===== src/rtl/core/lol_pkg.sv =====
// lol_pkg: shared types and constants for the LRU order list.
// Used by lol_cell and lru_order_list; depends on nothing.

package lol_pkg;

	// default geometry
	localparam int CAPACITY_DEF = 64;
	localparam int ID_BITS_DEF  = 16;

	// fixed field widths of the ports
	localparam int ID_W     = 16;
	localparam int COUNT_W  = 7;
	localparam int MAX_W    = 7;

	// reset value of the length limit
	localparam logic [MAX_W-1:0] MAX_ENTRIES_RST = 7'd64;

	// command codes
	localparam logic CMD_PUSH = 1'b0;
	localparam logic CMD_DRAG = 1'b1;

	// one request
	typedef struct packed {
		logic            cmd;
		logic [ID_W-1:0] elem_id;
	} req_t;

	// one result
	typedef struct packed {
		logic               was_present;
		logic               evicted;
		logic [ID_W-1:0]    evicted_id;
		logic [COUNT_W-1:0] entry_count;
		logic [ID_W-1:0]    oldest_id;
	} result_t;

	// controls broadcast to every cell
	typedef struct packed {
		logic touch;   // a request is accepted this cycle
		logic insert;  // the id is absent and goes in at the front
		logic trim;    // the entry that lands past the limit is dropped
	} ctl_t;

endpackage


===== src/rtl/core/lol_cell.sv =====
// lol_cell: one position of the LRU order list (id, valid, compare).
// Depends on lol_pkg for the default id width and the broadcast control struct.

module lol_cell #(
	parameter int                 ID_BITS  = lol_pkg::ID_BITS_DEF,
	parameter logic [ID_BITS-1:0] RESET_ID = '0
) (
	input  logic                clk,
	input  logic                arst_n,
	input  lol_pkg::ctl_t       ctl,
	input  logic [ID_BITS-1:0]  key,
	input  logic [ID_BITS-1:0]  prev_data,
	input  logic                prev_valid,
	input  logic                next_valid,
	input  logic                hit_in,
	input  logic [ID_BITS-1:0]  tail_in,
	output logic [ID_BITS-1:0]  data,
	output logic                valid,
	output logic                hit_out,
	output logic [ID_BITS-1:0]  tail_out
);

	logic [ID_BITS-1:0] data_q;
	logic               valid_q;
	logic               match;
	logic               prev_last;
	logic               is_tail;

	// compare against the touched id; hits ripple toward the back
	assign match   = valid_q && (data_q == key);
	assign hit_out = hit_in | match;

	// neighbor in front is the tail (for cell 0 this means the list is empty)
	assign prev_last = prev_valid & ~valid_q;

	// tail id collects along the chain
	assign is_tail  = valid_q & ~next_valid;
	assign tail_out = tail_in | (is_tail ? data_q : '0);

	// shift from the front unless the hit lies ahead of this cell
	always_ff @(posedge clk or negedge arst_n) begin
		if (!arst_n) begin
			data_q  <= RESET_ID;
			valid_q <= 1'b1;
		end else if (ctl.touch) begin
			if (!hit_in) begin
				data_q <= prev_data;
			end
			if (ctl.insert) begin
				valid_q <= prev_valid & ~(ctl.trim & prev_last);
			end
		end
	end

	assign data  = data_q;
	assign valid = valid_q;

endmodule


===== src/rtl/core/lru_order_list.sv =====
// lru_order_list: top level, a chain of lol_cell positions plus count and result registers.
// Depends on lol_pkg and lol_cell.

// One touch per clock: busy stays low and a request taken at one edge yields its
// result on the next cycle, marked by done for exactly one cycle; the receiver
// cannot stall, so the result must be taken then. The list is a row of CAPACITY
// cells that all compare the id at once and shift toward the back in the same
// cycle, so the compare, the hit chain and the tail pick-up across the row set
// the cycle time. entry_count and oldest_id show the list as it stands after
// the last update. After reset the list is full, id 0 most recent.

module lru_order_list #(
	parameter int CAPACITY = lol_pkg::CAPACITY_DEF,
	parameter int ID_BITS  = lol_pkg::ID_BITS_DEF
) (
	input  logic                         clk,
	input  logic                         arst_n,
	input  logic                         start,
	output logic                         busy,
	input  lol_pkg::req_t                req,
	output logic                         done,
	output lol_pkg::result_t             result,
	input  logic                         cfg_we,
	input  logic [lol_pkg::MAX_W-1:0]    cfg_wdata
);

	localparam int CNT_W = $clog2(CAPACITY + 1);
	localparam int CMP_W = (CNT_W > lol_pkg::MAX_W) ? CNT_W : lol_pkg::MAX_W;

	logic [lol_pkg::MAX_W-1:0] max_q;
	logic [CNT_W-1:0]          fill_q;
	logic                      done_q;
	logic                      was_present_q;
	logic                      evicted_q;
	logic [ID_BITS-1:0]        evicted_id_q;

	logic [ID_BITS-1:0]  key;
	logic                touch;
	logic                hit_all;
	logic                full;
	logic                trim;
	logic                evict;
	logic [CMP_W-1:0]    fill_next;
	logic [ID_BITS-1:0]  pre_oldest;
	lol_pkg::ctl_t       ctl;

	logic [ID_BITS-1:0]  dchain [CAPACITY+1];
	logic [CAPACITY+1:0] vchain;
	logic [CAPACITY:0]   hchain;
	logic [ID_BITS-1:0]  tchain [CAPACITY+1];

	assign busy  = 1'b0;
	assign touch = start & ~busy;
	assign key   = ID_BITS'(req.elem_id);

	// chain ends
	assign dchain[0]           = key;
	assign vchain[0]           = 1'b1;
	assign vchain[CAPACITY+1]  = 1'b0;
	assign hchain[0]           = 1'b0;
	assign tchain[0]           = '0;

	// row of cells
	for (genvar i = 0; i < CAPACITY; i++) begin : g_cell
		lol_cell #(
			.ID_BITS  (ID_BITS),
			.RESET_ID (ID_BITS'(i))
		) u_cell (
			.clk        (clk),
			.arst_n     (arst_n),
			.ctl        (ctl),
			.key        (key),
			.prev_data  (dchain[i]),
			.prev_valid (vchain[i]),
			.next_valid (vchain[i+2]),
			.hit_in     (hchain[i]),
			.tail_in    (tchain[i]),
			.data       (dchain[i+1]),
			.valid      (vchain[i+1]),
			.hit_out    (hchain[i+1]),
			.tail_out   (tchain[i+1])
		);
	end

	// insert / evict decision
	assign hit_all   = hchain[CAPACITY];
	assign full      = (fill_q == CNT_W'(CAPACITY));
	assign fill_next = CMP_W'(fill_q) + CMP_W'(1);
	assign trim      = ~hit_all & ~full & (req.cmd == lol_pkg::CMD_PUSH)
		& (fill_next > CMP_W'(max_q));
	assign evict     = ~hit_all & (full | trim);

	// least recent id before the update; an empty list drops the new id
	assign pre_oldest = (fill_q == '0) ? key : tchain[CAPACITY];

	always_comb begin
		ctl.touch  = touch;
		ctl.insert = ~hit_all;
		ctl.trim   = trim;
	end

	// length limit register
	always_ff @(posedge clk or negedge arst_n) begin
		if (!arst_n) begin
			max_q <= lol_pkg::MAX_ENTRIES_RST;
		end else if (cfg_we) begin
			max_q <= cfg_wdata;
		end
	end

	// fill count
	always_ff @(posedge clk or negedge arst_n) begin
		if (!arst_n) begin
			fill_q <= CNT_W'(CAPACITY);
		end else if (touch && !hit_all && !full && !trim) begin
			fill_q <= fill_q + CNT_W'(1);
		end
	end

	// result strobe
	always_ff @(posedge clk or negedge arst_n) begin
		if (!arst_n) begin
			done_q <= 1'b0;
		end else begin
			done_q <= touch;
		end
	end

	// result payload
	always_ff @(posedge clk) begin
		if (touch) begin
			was_present_q <= hit_all;
			evicted_q     <= evict;
			evicted_id_q  <= evict ? pre_oldest : '0;
		end
	end

	assign done                = done_q;
	assign result.was_present  = was_present_q;
	assign result.evicted      = evicted_q;
	assign result.evicted_id   = lol_pkg::ID_W'(evicted_id_q);
	assign result.entry_count  = lol_pkg::COUNT_W'(fill_q);
	assign result.oldest_id    = lol_pkg::ID_W'(tchain[CAPACITY]);

	// valid bits form a run from the front whose length is the fill count
	a_valid_count: assert property (@(posedge clk) disable iff (!arst_n)
		$countones(vchain[CAPACITY:1]) == int'(fill_q))
		else $error("valid bits disagree with fill count");

	a_valid_run: assert property (@(posedge clk) disable iff (!arst_n)
		$onehot0(vchain[CAPACITY:1] + CAPACITY'(1)))
		else $error("valid bits not contiguous from the front");

	a_done: assert property (@(posedge clk) disable iff (!arst_n)
		touch |=> done)
		else $error("accepted request gave no result");

	a_no_evict_on_hit: assert property (@(posedge clk) disable iff (!arst_n)
		done |-> !(result.was_present && result.evicted))
		else $error("eviction reported on a hit");

endmodule


===== config.mk =====
export PLATFORM = sky130hd
export DESIGN_NAME = lru_order_list
export DESIGN_NICKNAME = d
export VERILOG_FILES = /design/src/rtl/core/lol_pkg.sv /design/src/rtl/core/lol_cell.sv /design/src/rtl/core/lru_order_list.sv
export SDC_FILE = /design/constraint.sdc
export NUM_CORES = 2
export LEC_CHECK = 0
export BUFFER_PORTS_ARGS = -buffer_cell sky130_fd_sc_hd__buf_4
export CAP_MARGIN = 20
export CORE_ASPECT_RATIO = 0.8
export CORE_UTILIZATION = 58
export DETAILED_ROUTE_END_ITERATION = 8
export GPL_TIMING_DRIVEN = 0
export PLACE_DENSITY = 0.73
export SLEW_MARGIN = 20
export SYNTH_ARGS = -nofsm -noshare
export SYNTH_HDL_FRONTEND = slang
export SYNTH_SLANG_ARGS = --single-unit

===== constraint.sdc =====
create_clock -name clk -period 3.2 [get_ports clk]
set_input_delay 0 -clock clk [delete_from_list [all_inputs] [get_ports clk]]
set_output_delay 0 -clock clk [all_outputs]
set_load 0.05 [all_outputs]

==> impl_results.md, run 1 <==
* Fail Step: 5_1_grt
* Post-detail-place hpwl at between 300,000 and 400,000 µm
* Ys async rst share at 98.39%
* YS warnings at 0
* Clock root cell: clkbuf_16
* Top FF cell, synth: dfrtp_1
* Max Buffers Root-to-Sink at 3
* Synth cell types at 86
* Sequential share of the synthesized area at 43.97%
* PortBufs at between 60 and 70
* Num CTS Buffers at 111
* H-tree levels at 3
* Pin count of the biggest net entering global routing at approximately 150
* Clk sink count at between 1,000 and 1,500
* GRT overflow at 8
* Initial core utilization at roughly three fifths
* Syn_nets at roughly 5,600
* Placed Instances at between 7,000 and 8,000
* Die W at around 380 µm
* Post-Syn Instances at about 5,600
* GPL Wtd Cong at approximately 1.5
* Stop err: [ERROR GRT-0232] Routing congestion too high. Check the congestion heatmap in the GUI.
* EDFF count, synth at 18
* Synthesized area at 64,730 µm²
* Average size of a mapped cell at 11.62 µm²
* Number of synthesized register bits at roughly 1,100
* Io pins at 71
* GRT Util Overall at roughly 77%
* Site row count at about 110
* Status: aborted with a tool error
* Die Ht at 300.8 µm
cells by family after synthesis:
group / share of synthesized area, %
compound gates: 8.385
xor+xnor: 13.99
fa+ha+maj: 0.1740
buf+inv: 3.667
flops: 43.97
mux: 17.13
other cells: 0.005793
simple gates: 12.68
synth_stat cells, types with 23 or more instances:
| master | number | area (µm²) |
|---|---|---|
| a221oi_1 | 143 | 1252 |
| a22o_1 | 143 | 1252 |
| a22oi_1 | 235 | 1764 |
| and3_1 | 30 | 187.7 |
| and4_1 | 36 | 315.3 |
| buf_2 | 60 | 300.3 |
| buf_4 | 60 | 450.4 |
| buf_6 | 68 | 765.7 |
| clkbuf_1 | 156 | 585.6 |
| dfrtp_1 | 845 | 21150 |
| dfstp_2 | 258 | 6779 |
| mux2_1 | 32 | 360.4 |
| mux2_2 | 926 | 10430 |
| nand2_1 | 321 | 1205 |
| nand3_1 | 129 | 645.6 |
| nand4_1 | 201 | 1257 |
| nand4b_1 | 23 | 201.4 |
| nor2_1 | 81 | 304.0 |
| nor2b_1 | 67 | 419.2 |
| nor3_1 | 39 | 195.2 |
| nor3b_1 | 36 | 270.3 |
| nor4_1 | 198 | 1239 |
| nor4b_1 | 42 | 367.9 |
| o22a_1 | 66 | 578.1 |
| or4_1 | 46 | 345.3 |
| xnor2_1 | 537 | 4703 |
| xor2_1 | 497 | 4353 |
per-stage QoR:
step,instance area [µm²],setup slack [ps]
after floorplan,64880,-24.30
after global placement,67240,-10740
after detailed placement,67570,-2411
after CTS,75340,-560.2
per-layer routing:
metal / GRT overflow / GRT usage (%)
met1: 1 / 79.39
met2: 5 / 86.27
met3: 0 / 68.61
met4: 2 / 69.24
met5: 0 / 52.24
what timing repair did:
action | in CTS
resized for setup | 659
endpoints found under the setup margin | 1085
pin swaps | 48
gates cloned | 11
hold buffers | 29
hold endpoints to repair | 634
buffers inserted | 111
==> inputs of run 2 (changes only) <==
--- a/config.mk
+++ b/config.mk
@@ -7,11 +7,10 @@
 export LEC_CHECK = 0
 export BUFFER_PORTS_ARGS = -buffer_cell sky130_fd_sc_hd__buf_4
 export CAP_MARGIN = 20
-export CORE_ASPECT_RATIO = 0.8
-export CORE_UTILIZATION = 58
+export CORE_UTILIZATION = 40
 export DETAILED_ROUTE_END_ITERATION = 8
 export GPL_TIMING_DRIVEN = 0
-export PLACE_DENSITY = 0.73
+export PLACE_DENSITY_LB_ADDON = 0.15
 export SLEW_MARGIN = 20
 export SYNTH_ARGS = -nofsm -noshare
 export SYNTH_HDL_FRONTEND = slang
==> constraint.sdc (replaced) <==
create_clock -name clk -period 4.15 [get_ports clk]
set_input_delay 0 -clock clk [delete_from_list [all_inputs] [get_ports clk]]
set_output_delay 0 -clock clk [all_outputs]
set_load 0.05 [all_outputs]
==> run 2 against run 1 <==
  * The flow now finishes, with violations (max-capacitance violations, negative setup slack)
  * Synthesized cell count is the same
  * Synthesized area stayed put
==> impl_results.md, run 2 <==
* Initial core utilization at roughly two fifths
* Top FF cell, synth: dfrtp_1
* DR DRC count at 0
* GPL Wtd Cong at approximately 1.2
* Int Pwr at around 28 mW
* Setup ws final at -308.4 ps
* Combinational Power Share at 36.9%
* Metal-1 WL at 174,700 µm
* Worst rel slew slack at less than 1%
* HP Class: in -> reg
* Top-count cell post-synth: mux2_2
* Num CTS Buffers at about 130
* Setup TNS at -50,450 ps
* Peak supply drop at between 0.0006 and 0.0007 V
* Switching power at approximately 28 mW
* Post-layout nets at 5,894
* Drt pass-1 iters at 9
* Fin util at 47.43%
* Post-synth top area cell: dfrtp_1
* RSZ-0062 raised after global routing: true
* DR iter-0 viols at 10,910
* Vias after detailed routing at between 60,000 and 70,000
* Core Region at roughly 160,000 µm²
* EDFF count, synth at 18
* PortBufs at 64
* Synth-to-layout area growth at 17.64%
* Post-Syn Instances at 5,569
* Critical Path Source Type: register
* Sequential share of the synthesized area at 43.97%
* Die Ht at ~400 µm
* Share of cells above drive strength 1 at a little over a third
* Area of the multi-input gates at around 35,000 µm²
* Final WL at ~510,000 µm
* Hold Vio Cnt, Final at 0
* H-tree levels at 4
* Crit end category: output pin
* Worst endpoint data arrival time at between 4000 and 5000 ps
* Initial antenna violation count at 130
* Synthesized area at around 65,000 µm²
* GRT Util Overall at roughly three fifths
* TritonCTS clock tree: done
* R2R Setup Slk at -190 ps
* Metal2 WL at 188,400 µm
* Achievable frequency at 224.3 MHz
* Max Buffers Root-to-Sink at 3
* Commonest cells after routing, fill and taps aside: 926 x mux2_2, 786 x dfrtp_1, 535 x xnor2_1, 496 x xor2_1, 314 x nand2_1
* CP max stage cell: a221oi_2
* GRT overflow at 0
* Die area at around 160,000 µm²
* Worst path required time at between 4000 and 5000 ps
* Most frequent cells after synthesis: 926 x mux2_2, 845 x dfrtp_1, 537 x xnor2_1
* Post-placement setup slack at -1915 ps
* Final Critical Period at 4458 ps
* Commonest non-fill, non-tap cell in the layout: mux2_2
* Top area cells in the synthesized netlist: dfrtp_1 33%, mux2_2 16%, dfstp_2 10%
* YS warnings at 0
* Total Power at 55.28 mW
* Hold slack at 61.84 ps
* Average size of a mapped cell at approximately 12 µm²
* Final setup vio count at 404
* Io pins at between 70 and 80
* Clk slew on worst S/H paths at about 60 ps
* First-pass GRT wire length at around 640,000 µm
* Layout filler cell count at 14,670
* Final Max Tran Viols at 0
* Clk pwr share at between 20% and 30%
* Register area at approximately 29,000 µm²
* Slew @ Worst Pin at between 1000 and 1500 ps
* Detail Route Antenna Nets at 0
* Final period utilization at 107.4%
* Clk_lat worst skew at between 800 and 900 ps
* Crit Path Max Fanout at 10
* Die W at 404.3 µm
* Clk sink count at 1,121
* Vias in the first global route at approximately 56,000
* Post-detail-place hpwl at between 300,000 and 400,000 µm
* Syn_nets at about 5,600
* Crit path buffers/inverters at 4
* DR WL/cell at roughly 62 µm
* Ys async rst share at 98.39%
* Max Cap Viol at 1
* Worst-path cell chain: buf_4 > nor2b_1 > clkbuf_1 > clkbuf_4 > a221oi_2 > nand4_1 > nor3_2 > nand2_2 > buf_4
* CP top delay family: buffers and inverters
* Clock root cell: clkbuf_16
* Site row count at approximately 150
* Pwr per Cell Area at about 730 nW/µm²
* Number of synthesized register bits at between 1,000 and 1,500
* Pleak at about 32 nW
* Top Metal Used: met5
* Pin count of the biggest net entering global routing at 151
* Via density at just under 8
* Synth cell types at between 80 and 90
* Max FFs per register at between 1,000 and 1,500
* Share of Yosys cell area claimed by the top area cell type at about a third
* Worst setup path category: reg -> out
* Sequential share of power at 39.4%
* Status: finished, violations left
* CP max stage delay at ~560 ps
* Failing checks: max-capacitance violations, negative setup slack
* Worst Skew at roughly 40 ps
* CP dominant cell by count: buf_4
* DR WL met3 at about 86,000 µm
* Net Sw Frac at between 40 and 50%
run 2: cell counts after synthesis:
Identical to the previous run, type by type.
run 2: metrics by stage:
step | cells | area, µm²
finish | 8221 | 76150
global route | 8142 | 75950
CTS | 8119 | 75390
detailed placement | 7832 | 68690
global placement | 7793 | 67920
floorplan | 5569 | 64730
run 2: final cells by class:
class	instances	area share (%)
inverter	16	0.07887
sequential	1121	37.53
antenna	94	0.3089
timing repair buffer	168	2.254
clock buffer	195	5.158
clock inverter	51	1.052
tap	2160	3.549
buffer	347	3.771
multi-input combinational	4069	46.30
run 2: cells by family after synthesis:
group / count (synthesis) / share of synthesized area [%]
AOI/OAI and AO/OA: 662 / 8.385
and+or+nand+nor: 1385 / 12.68
DFF: 1121 / 43.97
adders and majority gates: 9 / 0.1740
buffers and inverters: 379 / 3.667
xor gates and xnor gates: 1034 / 13.99
muxes: 978 / 17.13
other: 1 / 0.005793
run 2: final timing paths:
path                                              to                       from  cells after the start
hold reg to reg            g_cell[52].u_cell.data[5]  g_cell[51].u_cell.data[5]                      2
setup reg to reg                       was_present_q   g_cell[9].u_cell.data[7]                     10
setup / recovery                           result[7]    g_cell[45].u_cell.valid                      9
min in group asynchronous                  fill_q[6]                     arst_n                      3
max in group asynchronous  g_cell[28].u_cell.data[9]                     arst_n                      7
hold / removal                                  done                      start                      2
run 2: power by group through the flow:
stage               clock network (mW)  registers [mW]  logic, mW
floorplan                            0            16.1       9.19
global placement                     0            20.8       17.2
detailed placement                   0            20.8       17.5
global route                      13.4            20.9       19.9
finish                            13.1            21.8       20.4
CTS                               13.0            20.7       18.4
run 2: routing by layer:
metal	up-vias	global-route usage [%]
li1	21470	-
met5	-	5.204
met3	2491	39.89
met1	32250	67.55
met4	30	57.25
met2	7035	78.36
run 2: what timing repair did:
| item | CTS | global route |
|---|---|---|
| gates resized for setup | 395 | 127 |
| pin swaps | 38 | 33 |
| hold buffers | 33 | 0 |
| setup buffers | 16 | 16 |
| endpoints found under the hold margin | 312 | 0 |
| setup endpoints to repair | 926 | 488 |
Power figures use the tool's default switching activity.
